<file path="src/rtl/core/assert_macros.svh">
// ---------------------------------------------------------------------------
// assert_macros.svh
// Assertion macros for the sorted array merge RTL.
// ---------------------------------------------------------------------------
`ifndef ASSERT_MACROS_SVH
`define ASSERT_MACROS_SVH

`ifndef NO_ASSERTIONS

// Clocked assertion, disabled while reset is high.
`define SAM_ASSERT(lbl, clk, rst, prop, msg) \
  lbl: assert property (@(posedge clk) disable iff (rst) prop) else $error(msg);

// Clocked assertion that also holds during reset.
`define SAM_ASSERT_ALWAYS(lbl, clk, prop, msg) \
  lbl: assert property (@(posedge clk) prop) else $error(msg);

`else

`define SAM_ASSERT(lbl, clk, rst, prop, msg)
`define SAM_ASSERT_ALWAYS(lbl, clk, prop, msg)

`endif

`endif

</file>
<file path="src/rtl/core/sam_pkg.sv">
// ---------------------------------------------------------------------------
// sam_pkg
// Types, codes and defaults of the sorted array merge block.
// ---------------------------------------------------------------------------
`default_nettype none

package sam_pkg;

  localparam int DEPTH_DEFAULT = 32;
  localparam int VALUE_W       = 32;

  typedef logic [1:0]                action_t;
  typedef logic signed [VALUE_W-1:0] value_t;

  localparam action_t ACT_LOAD_BASE   = 2'd0;
  localparam action_t ACT_LOAD_INSERT = 2'd1;
  localparam action_t ACT_MERGE       = 2'd2;

  typedef enum logic [1:0] {
    STAT_ELEM    = 2'd0,
    STAT_ACCEPT  = 2'd1,
    STAT_DROPPED = 2'd2,
    STAT_EMPTY   = 2'd3
  } status_t;

endpackage

`default_nettype wire

</file>
<file path="src/rtl/core/sam_if.sv">
// ---------------------------------------------------------------------------
// sam_if
// Valid/ready channels for load/merge commands and for merge results.
// ---------------------------------------------------------------------------
`default_nettype none

interface sam_in_if;
  logic              valid;
  logic              ready;
  sam_pkg::action_t  action;
  sam_pkg::value_t   value;

  modport source (output valid, output action, output value, input ready);
  modport sink   (input valid, input action, input value, output ready);
endinterface

interface sam_out_if;
  logic              valid;
  logic              ready;
  sam_pkg::value_t   value_res;
  sam_pkg::status_t  status;
  logic              last;

  modport source (output valid, output value_res, output status, output last,
                  input ready);
  modport sink   (input valid, input value_res, input status, input last,
                  output ready);
endinterface

`default_nettype wire

</file>
<file path="src/rtl/core/sam_list_mem.sv">
// ---------------------------------------------------------------------------
// sam_list_mem
// One list store: single write port, single registered read port, with
// write data forwarded when both ports hit the same entry.
// ---------------------------------------------------------------------------
`default_nettype none

module sam_list_mem #(
  parameter int DEPTH = sam_pkg::DEPTH_DEFAULT,
  localparam int AW   = (DEPTH > 1) ? $clog2(DEPTH) : 1
) (
  input  wire logic            clk,
  input  wire logic            we,
  input  wire logic [AW-1:0]   waddr,
  input  wire sam_pkg::value_t wdata,
  input  wire logic [AW-1:0]   raddr,
  output sam_pkg::value_t      rdata
);

  sam_pkg::value_t mem [DEPTH];

  always_ff @(posedge clk) begin
    if (we) begin
      mem[waddr] <= wdata;
    end
  end

  // Write-first: a read of the entry being written returns the new value.
  always_ff @(posedge clk) begin
    if (we && (waddr == raddr)) begin
      rdata <= wdata;
    end else begin
      rdata <= mem[raddr];
    end
  end

endmodule

`default_nettype wire

</file>
<file path="src/rtl/core/sorted_array_merge.sv">
// ---------------------------------------------------------------------------
// sorted_array_merge
// Two-list store with an ascending merge that streams the combined list.
// ---------------------------------------------------------------------------
// A load command returns one acknowledge (accepted, or dropped when its list
// already holds DEPTH entries). An accepted merge command then streams one
// element per cycle while the output is not stalled, one for each entry of
// both lists; the two list heads are read ahead from the single read port of
// each list memory so the compare and the next read overlap. Equal values
// put the insert-list element first. A merge with both lists empty returns a
// single empty report. New commands are held off while a merge streams, and
// a command is taken only when the output register is empty or its result
// leaves in the same cycle.
// The memories need no clearing after reset: only entries below the fill
// counts are ever read.
`default_nettype none

module sorted_array_merge #(
  parameter int DEPTH = sam_pkg::DEPTH_DEFAULT
) (
  input  wire logic  clk,
  input  wire logic  rst,
  sam_in_if.sink     in_ch,
  sam_out_if.source  out_ch
);

  `include "assert_macros.svh"

  localparam int CW = $clog2(DEPTH + 1);
  localparam int AW = (DEPTH > 1) ? $clog2(DEPTH) : 1;
  localparam logic [CW-1:0] FULL = CW'(DEPTH);
  localparam logic [CW-1:0] ONE  = CW'(1);

  typedef enum logic [1:0] {
    ST_IDLE  = 2'b01,
    ST_MERGE = 2'b10
  } state_t;

  state_t            state, state_next;
  logic [CW-1:0]     base_count, base_count_next;
  logic [CW-1:0]     insert_count, insert_count_next;
  logic [CW-1:0]     bi, bi_next;
  logic [CW-1:0]     ii, ii_next;

  logic              ov, ov_next;
  sam_pkg::value_t   o_val, o_val_next;
  sam_pkg::status_t  o_stat, o_stat_next;
  logic              o_last, o_last_next;

  sam_pkg::value_t   b_head, i_head;
  logic              b_we, i_we;
  logic              out_free, in_fire, emit;
  logic              b_more, i_more, take_ins, pick_last;

  assign out_free    = !ov || out_ch.ready;
  assign in_ch.ready = (state == ST_IDLE) && out_free;
  assign in_fire     = in_ch.valid && in_ch.ready;
  assign emit        = (state == ST_MERGE) && out_free;

  assign b_more   = bi < base_count;
  assign i_more   = ii < insert_count;
  assign take_ins = i_more && (!b_more || (i_head <= b_head));
  assign pick_last = take_ins ? ((ii + ONE == insert_count) && !b_more)
                              : ((bi + ONE == base_count) && !i_more);

  assign b_we = in_fire && (in_ch.action == sam_pkg::ACT_LOAD_BASE) && (base_count != FULL);
  assign i_we = in_fire && (in_ch.action == sam_pkg::ACT_LOAD_INSERT)
                && (insert_count != FULL);

  // Read addresses follow the next pointers so the heads are ready each cycle.
  sam_list_mem #(.DEPTH(DEPTH)) u_base_mem (
    .clk   (clk),
    .we    (b_we),
    .waddr (base_count[AW-1:0]),
    .wdata (in_ch.value),
    .raddr (bi_next[AW-1:0]),
    .rdata (b_head)
  );

  sam_list_mem #(.DEPTH(DEPTH)) u_insert_mem (
    .clk   (clk),
    .we    (i_we),
    .waddr (insert_count[AW-1:0]),
    .wdata (in_ch.value),
    .raddr (ii_next[AW-1:0]),
    .rdata (i_head)
  );

  always_comb begin
    state_next        = state;
    base_count_next   = base_count;
    insert_count_next = insert_count;
    bi_next           = bi;
    ii_next           = ii;
    ov_next           = ov && !out_ch.ready;
    o_val_next        = o_val;
    o_stat_next       = o_stat;
    o_last_next       = o_last;

    case (state)
      ST_IDLE: begin
        if (in_fire) begin
          case (in_ch.action)
            sam_pkg::ACT_LOAD_BASE: begin
              ov_next     = 1'b1;
              o_val_next  = '0;
              o_last_next = 1'b1;
              if (base_count == FULL) begin
                o_stat_next = sam_pkg::STAT_DROPPED;
              end else begin
                o_stat_next     = sam_pkg::STAT_ACCEPT;
                base_count_next = base_count + ONE;
              end
            end
            sam_pkg::ACT_LOAD_INSERT: begin
              ov_next     = 1'b1;
              o_val_next  = '0;
              o_last_next = 1'b1;
              if (insert_count == FULL) begin
                o_stat_next = sam_pkg::STAT_DROPPED;
              end else begin
                o_stat_next       = sam_pkg::STAT_ACCEPT;
                insert_count_next = insert_count + ONE;
              end
            end
            sam_pkg::ACT_MERGE: begin
              if ((base_count == '0) && (insert_count == '0)) begin
                ov_next     = 1'b1;
                o_val_next  = '0;
                o_stat_next = sam_pkg::STAT_EMPTY;
                o_last_next = 1'b1;
              end else begin
                state_next = ST_MERGE;
              end
            end
            default: begin
              // unused code: drop the transaction
            end
          endcase
        end
      end
      ST_MERGE: begin
        if (emit) begin
          ov_next     = 1'b1;
          o_stat_next = sam_pkg::STAT_ELEM;
          o_last_next = pick_last;
          if (take_ins) begin
            o_val_next = i_head;
            ii_next    = ii + ONE;
          end else begin
            o_val_next = b_head;
            bi_next    = bi + ONE;
          end
          if (pick_last) begin
            state_next        = ST_IDLE;
            bi_next           = '0;
            ii_next           = '0;
            base_count_next   = '0;
            insert_count_next = '0;
          end
        end
      end
      default: begin
        state_next = ST_IDLE;
      end
    endcase
  end

  always_ff @(posedge clk) begin
    if (rst) begin
      state        <= ST_IDLE;
      base_count   <= '0;
      insert_count <= '0;
      bi           <= '0;
      ii           <= '0;
      ov           <= 1'b0;
    end else begin
      state        <= state_next;
      base_count   <= base_count_next;
      insert_count <= insert_count_next;
      bi           <= bi_next;
      ii           <= ii_next;
      ov           <= ov_next;
    end
  end

  always_ff @(posedge clk) begin
    o_val  <= o_val_next;
    o_stat <= o_stat_next;
    o_last <= o_last_next;
  end

  assign out_ch.valid     = ov;
  assign out_ch.value_res = o_val;
  assign out_ch.status    = o_stat;
  assign out_ch.last      = o_last;

  `SAM_ASSERT(a_no_cmd_in_merge, clk, rst, (state == ST_MERGE) |-> !in_ch.ready, "command taken during merge")
  `SAM_ASSERT(a_ptr_in_range, clk, rst, (bi <= base_count) && (ii <= insert_count), "merge pointer beyond fill count")
  `SAM_ASSERT(a_count_in_range, clk, rst, (base_count <= FULL) && (insert_count <= FULL), "fill count beyond depth")
  `SAM_ASSERT(a_merge_clears, clk, rst, (emit && pick_last) |=> ((state == ST_IDLE) && (base_count == '0) && (insert_count == '0) && o_last), "lists not emptied after final element")
  `SAM_ASSERT(a_merge_has_work, clk, rst, (state == ST_MERGE) |-> (b_more || i_more), "merge running with no element left")

endmodule

`default_nettype wire

</file>
<file path="src/flat_wrapper.sv">
// flat-port wrapper written by rule: the top's interface ports become plain ports
module sorted_array_merge_flat 
#(
  parameter int DEPTH = sam_pkg::DEPTH_DEFAULT
)
  (clk, rst, in_ch_valid, in_ch_action, in_ch_value, in_ch_ready, out_ch_valid, out_ch_value_res, out_ch_status, out_ch_last, out_ch_ready);
  sam_in_if in_ch_i ();
  sam_out_if out_ch_i ();
  input  wire logic clk;
  input  wire logic rst;
  input wire logic [$bits(in_ch_i.valid)-1:0] in_ch_valid;
  input wire logic [$bits(in_ch_i.action)-1:0] in_ch_action;
  input wire logic [$bits(in_ch_i.value)-1:0] in_ch_value;
  output wire logic [$bits(in_ch_i.ready)-1:0] in_ch_ready;
  output wire logic [$bits(out_ch_i.valid)-1:0] out_ch_valid;
  output wire logic [$bits(out_ch_i.value_res)-1:0] out_ch_value_res;
  output wire logic [$bits(out_ch_i.status)-1:0] out_ch_status;
  output wire logic [$bits(out_ch_i.last)-1:0] out_ch_last;
  input wire logic [$bits(out_ch_i.ready)-1:0] out_ch_ready;
  assign in_ch_i.valid = in_ch_valid;
  assign in_ch_i.action = in_ch_action;
  assign in_ch_i.value = in_ch_value;
  assign in_ch_ready = in_ch_i.ready;
  assign out_ch_valid = out_ch_i.valid;
  assign out_ch_value_res = out_ch_i.value_res;
  assign out_ch_status = out_ch_i.status;
  assign out_ch_last = out_ch_i.last;
  assign out_ch_i.ready = out_ch_ready;
  sorted_array_merge #(.DEPTH(DEPTH)) u_core (.clk(clk), .rst(rst), .in_ch(in_ch_i), .out_ch(out_ch_i));
endmodule
</file>
<file path="config.mk">
export PLATFORM = sky130hd
export DESIGN_NAME = sorted_array_merge_flat
export DESIGN_NICKNAME = d
export VERILOG_FILES = /design/src/rtl/core/sam_pkg.sv /design/src/rtl/core/sam_if.sv /design/src/rtl/core/sam_list_mem.sv /design/src/rtl/core/sorted_array_merge.sv /design/src/flat_wrapper.sv
export VERILOG_INCLUDE_DIRS = /design/src /design/src/rtl/core
export SDC_FILE = /design/constraint.sdc
export NUM_CORES = 2
export LEC_CHECK = 0
export BUFFER_PORTS_ARGS = -buffer_cell sky130_fd_sc_hd__buf_2
export CELL_PAD_IN_SITES_DETAIL_PLACEMENT = 2
export CELL_PAD_IN_SITES_GLOBAL_PLACEMENT = 2
export CORE_ASPECT_RATIO = 0.7
export CORE_MARGIN = 5
export CORE_UTILIZATION = 25
export CTS_BUF_LIST = sky130_fd_sc_hd__clkbuf_2
export DETAILED_ROUTE_END_ITERATION = 7
export GPL_TIMING_DRIVEN = 0
export HOLD_SLACK_MARGIN = 0.03
export PLACE_DENSITY_LB_ADDON = 0.15
export SKIP_CTS_REPAIR_TIMING = 1
export SYNTH_ARGS = -nofsm -noshare
export SYNTH_HDL_FRONTEND = slang
export SYNTH_SLANG_ARGS = --single-unit
</file>
<file path="constraint.sdc">
create_clock -name clk -period 7.7 [get_ports clk]
set_input_delay 1.925 -clock clk [delete_from_list [all_inputs] [get_ports clk]]
set_output_delay 1.925 -clock clk [all_outputs]
set_load 0.02 [all_outputs]
</file>
==> impl_metrics.toml <==
[run_status]
status = "completed"

[route]
wl_per_cell_um = 31.2
vias = 41600
viasPerCell = 4.61
drt_pre_antenna_iters = 5
final_antenna_net_count = 0
drtIter0Drc = 3549
wirelength_um = 281000
drc = 0

[timing]
max_slew_margin_pct = 3.25
skew_ns = 0.108
slew_violations = 0
grt_setup_unrepaired = "no"
max_slew.worst_pin.slew_ns = 1.45
fmax_mhz = 133
fin_tns_setup_ns = 0
final.period_utilization_pct = 97.3
finalHoldViolCount = 0
layout_min_cycle_time_ns = 7.49
setup_violations = 0
whs_ns = 0.530

[global_route]
met2_usage_pct = 23.7
grt_max_degree = 65
gr-max-usage-layer = "met1"
globalRouteMet1Util_pct = 25.0
grt_antenna_before_repair = 40
grt_pass1_wl_um = 385000
grt_pass1_vias = 45200
grt_usage_pct = 16.3
grt_util_met3_pct = 3.01
grt-ovfl-total = 0

[power_and_ir_drop]
comb_power_share_pct = 6.5
swShare_pct = 26.7
ir_drop_mv = 0.120
p_leak_uw = 0.0292
powerDensity_mw_per_mm2 = 232
clock_power_share_pct = 36.2
seqPwrFrac_pct = 57.4
internal_power_uw = 16300
p_sw_uw = 5940

[cts]
numCtsBuffers = 579
path_clk_slew_ns = 0.10
clock_path_buffers = 4
cts_tree = "done"
cts_sinks = 2120
root_buffer = "clkbuf_2"
clock_latency_ns = 1.71
h-tree-depth = 6

[placed_design]
place_inst = 8013
postPlaceCellArea_mm2 = 0.0905
portBuffers = 74
place_congestion = 0.715
dp_hpwl_um = 186000

[synthesis]
ys_types = 61
synth_area_mm2 = 0.0822
avgSynthCellArea_um2 = 23.6
yosys_warnings = 0
synth-seq-area-share_pct = 77.0
synth-edff-count = 2083
syn_inst = 3484
syn_nets = 3582
ys_seq_elements = 2120
synthArstFlopShare_pct = 0
ys.flop_type = "edfxtp_1"

[setup_path]
criticalPathCategory = "flip-flop to flip-flop"
reg2reg_slack_ns = 0.21
rr_worst_depth = 15
arrival_ns = 8.91
cp.required_ns = 9.12
crit_path_end_kind = "flip-flop"
start_kind = "flip-flop"
cp_max_fo = 10
r2r-end = "u_core.out_ch.value_res[19]$_SDFFCE_PN0P_"

[worst_hold_path]
whs_path_depth = 2
min_from = "u_core.state[1]$_SDFFE_PP0P_"
hp-class = "flip-flop to flip-flop"
whs_endpoint = "u_core.state[1]$_SDFFE_PP0P_"

[floorplan]
core_mm2 = 0.328
rows = 176
die_y_um = 490
die_x_um = 695
ios = 75
die_area_mm2 = 0.340
initial_utilization_pct = 25.1

[flow_run]
drv_cap = 0

[finish]
final-instance-count-excl-fill = 9019
drive_gt1_share_pct = 40.6
syn2layout_area_growth_pct = 16.6
fin_area_mm2 = 0.0958
fin_nets = 4335
flip-flops by register name (all words and copies together), names as in the netlist, named ones only:
signal and count:
u_core.out_ch.last 1, u_core.insert_count 6, u_core.bi 6, u_core.out_ch.valid 1
u_core.u_insert_mem.mem 1024, u_core.u_base_mem.mem 1024, u_core.out_ch.value_res 32, u_core.ii 6
u_core.out_ch.status 2, u_core.state 2, u_core.base_count 6
metal layers:
layer | routed length (um) | share of wire [%]
met1 | 141000 | 50
met2 | 121000 | 43
met3 | 14000 | 5.0
met4 | 5510 | 2.0
met5 | 93 | 0.033
metrics by stage:
stage,util [%],worst slack [ns],total power [uW]
after CTS,29.1,-0.248,22700
after global routing,29.2,0.00735,23300
after global placement,26.8,-0.484,14500
after floorplan,-,3.11,13600
after detailed placement,27.6,-0.242,14500
final,29.2,0.206,22200
power by group through the flow:
stage               combinational [uW]  clock (uW)  sequential [uW]
floorplan                          632           0            13000
global placement                  1420           0            13000
detailed placement                1460           0            13000
CTS                               1460        8460            12800
global route                      1530        9030            12800
finish                            1440        8040            12800
how the worst max path moves through the flow:
stage                                from                                   endpoint
final                           flip-flop  u_core.out_ch.value_res[19]$_SDFFCE_PN0P_
after global routing            flip-flop  u_core.out_ch.value_res[19]$_SDFFCE_PN0P_
after CTS                       flip-flop   u_core.out_ch.value_res[5]$_SDFFCE_PN0P_
after detailed placement        flip-flop   u_core.out_ch.value_res[5]$_SDFFCE_PN0P_
after global placement    in_ch_action[1]   u_core.u_insert_mem.mem[1][28]$_DFFE_PP_
after floorplan           in_ch_action[1]   u_core.u_insert_mem.mem[13][0]$_DFFE_PP_
cells by family (layout without fill, tap and decap cells):
| family | after synthesis | after routing | synth area share [%] |
|---|---|---|---|
| buffers and inverters | 196 | 1339 | 0.979 |
| XOR/XNOR | 17 | 17 | 0.181 |
| adder cells (fa/ha/maj) | 60 | 60 | 0.914 |
| flip-flops | 2120 | 2120 | 77.0 |
| AO/OA/AOI/OAI | 133 | 133 | 1.11 |
| other | 0 | 31 | 0 |
| multiplexers | 706 | 706 | 18.4 |
| AND/OR/NAND/NOR | 252 | 252 | 1.39 |
final cells by class:
type,count,area [um^2]
antenna,31,77.6
buffer,175,800
clock buffer,853,4270
clock inverter,118,673
fill,33000,232000
inverter,21,78.8
multi-input combinational,1168,18600
sequential,2120,63300
tap,4361,5460
timing repair buffer,172,2540
cell usage after synthesis (31+ instances only):
cell / number / area share, %
nand2_1: 41 / 0.19
dfxtp_1: 37 / 0.90
clkbuf_1: 111 / 0.51
buf_2: 52 / 0.32
a21oi_1: 31 / 0.19
ha_1: 60 / 0.91
edfxtp_1: 2083 / 76
nand3_1: 37 / 0.23
mux2i_1: 33 / 0.40
a211oi_1: 39 / 0.36
mux4_2: 640 / 18
nor2_1: 117 / 0.53
mux2_2: 33 / 0.45
critical path: stages, from the launching register on:
cell	delay [ns]
dfxtp_1	0.51
clkbuf_2	0.54
clkdlybuf4s15_1	0.88
mux4_2	0.44
mux4_2	0.52
mux2_2	0.36
ha_1	0.34
nand4_1	0.23
nor3_1	0.20
a21boi_0	0.19
o41ai_1	0.75
o22ai_1	0.40
or2_2	0.38
buf_2	0.21
clkdlybuf4s15_1	0.59
a211oi_1	0.65
cell usage in the layout (no fill, tap or decap), types with 4 or more instances in the layout:
cell	instances
buf_4	24
nand4_1	9
dfxtp_1	37
diode_2	31
buf_2	101
mux2_2	33
buf_12	76
nor3_1	12
a21oi_1	30
inv_2	18
a211oi_1	39
a221oi_1	4
ha_1	60
o21ai_0	14
clkinv_1	87
edfxtp_1	2083
mux4_2	640
o211ai_1	7
buf_1	11
clkbuf_2	873
nor2b_1	5
xnor2_1	9
clkbuf_1	84
nand2b_1	5
nand2_1	41
inv_1	19
a31oi_1	7
mux2i_1	31
nand3_1	37
nor2_1	53
buf_16	21
nor2_4	64
bufinv_16	8
nor4_1	5
xor2_1	8
clkdlybuf4s15_1	7
Power figures use the tool's default switching activity.
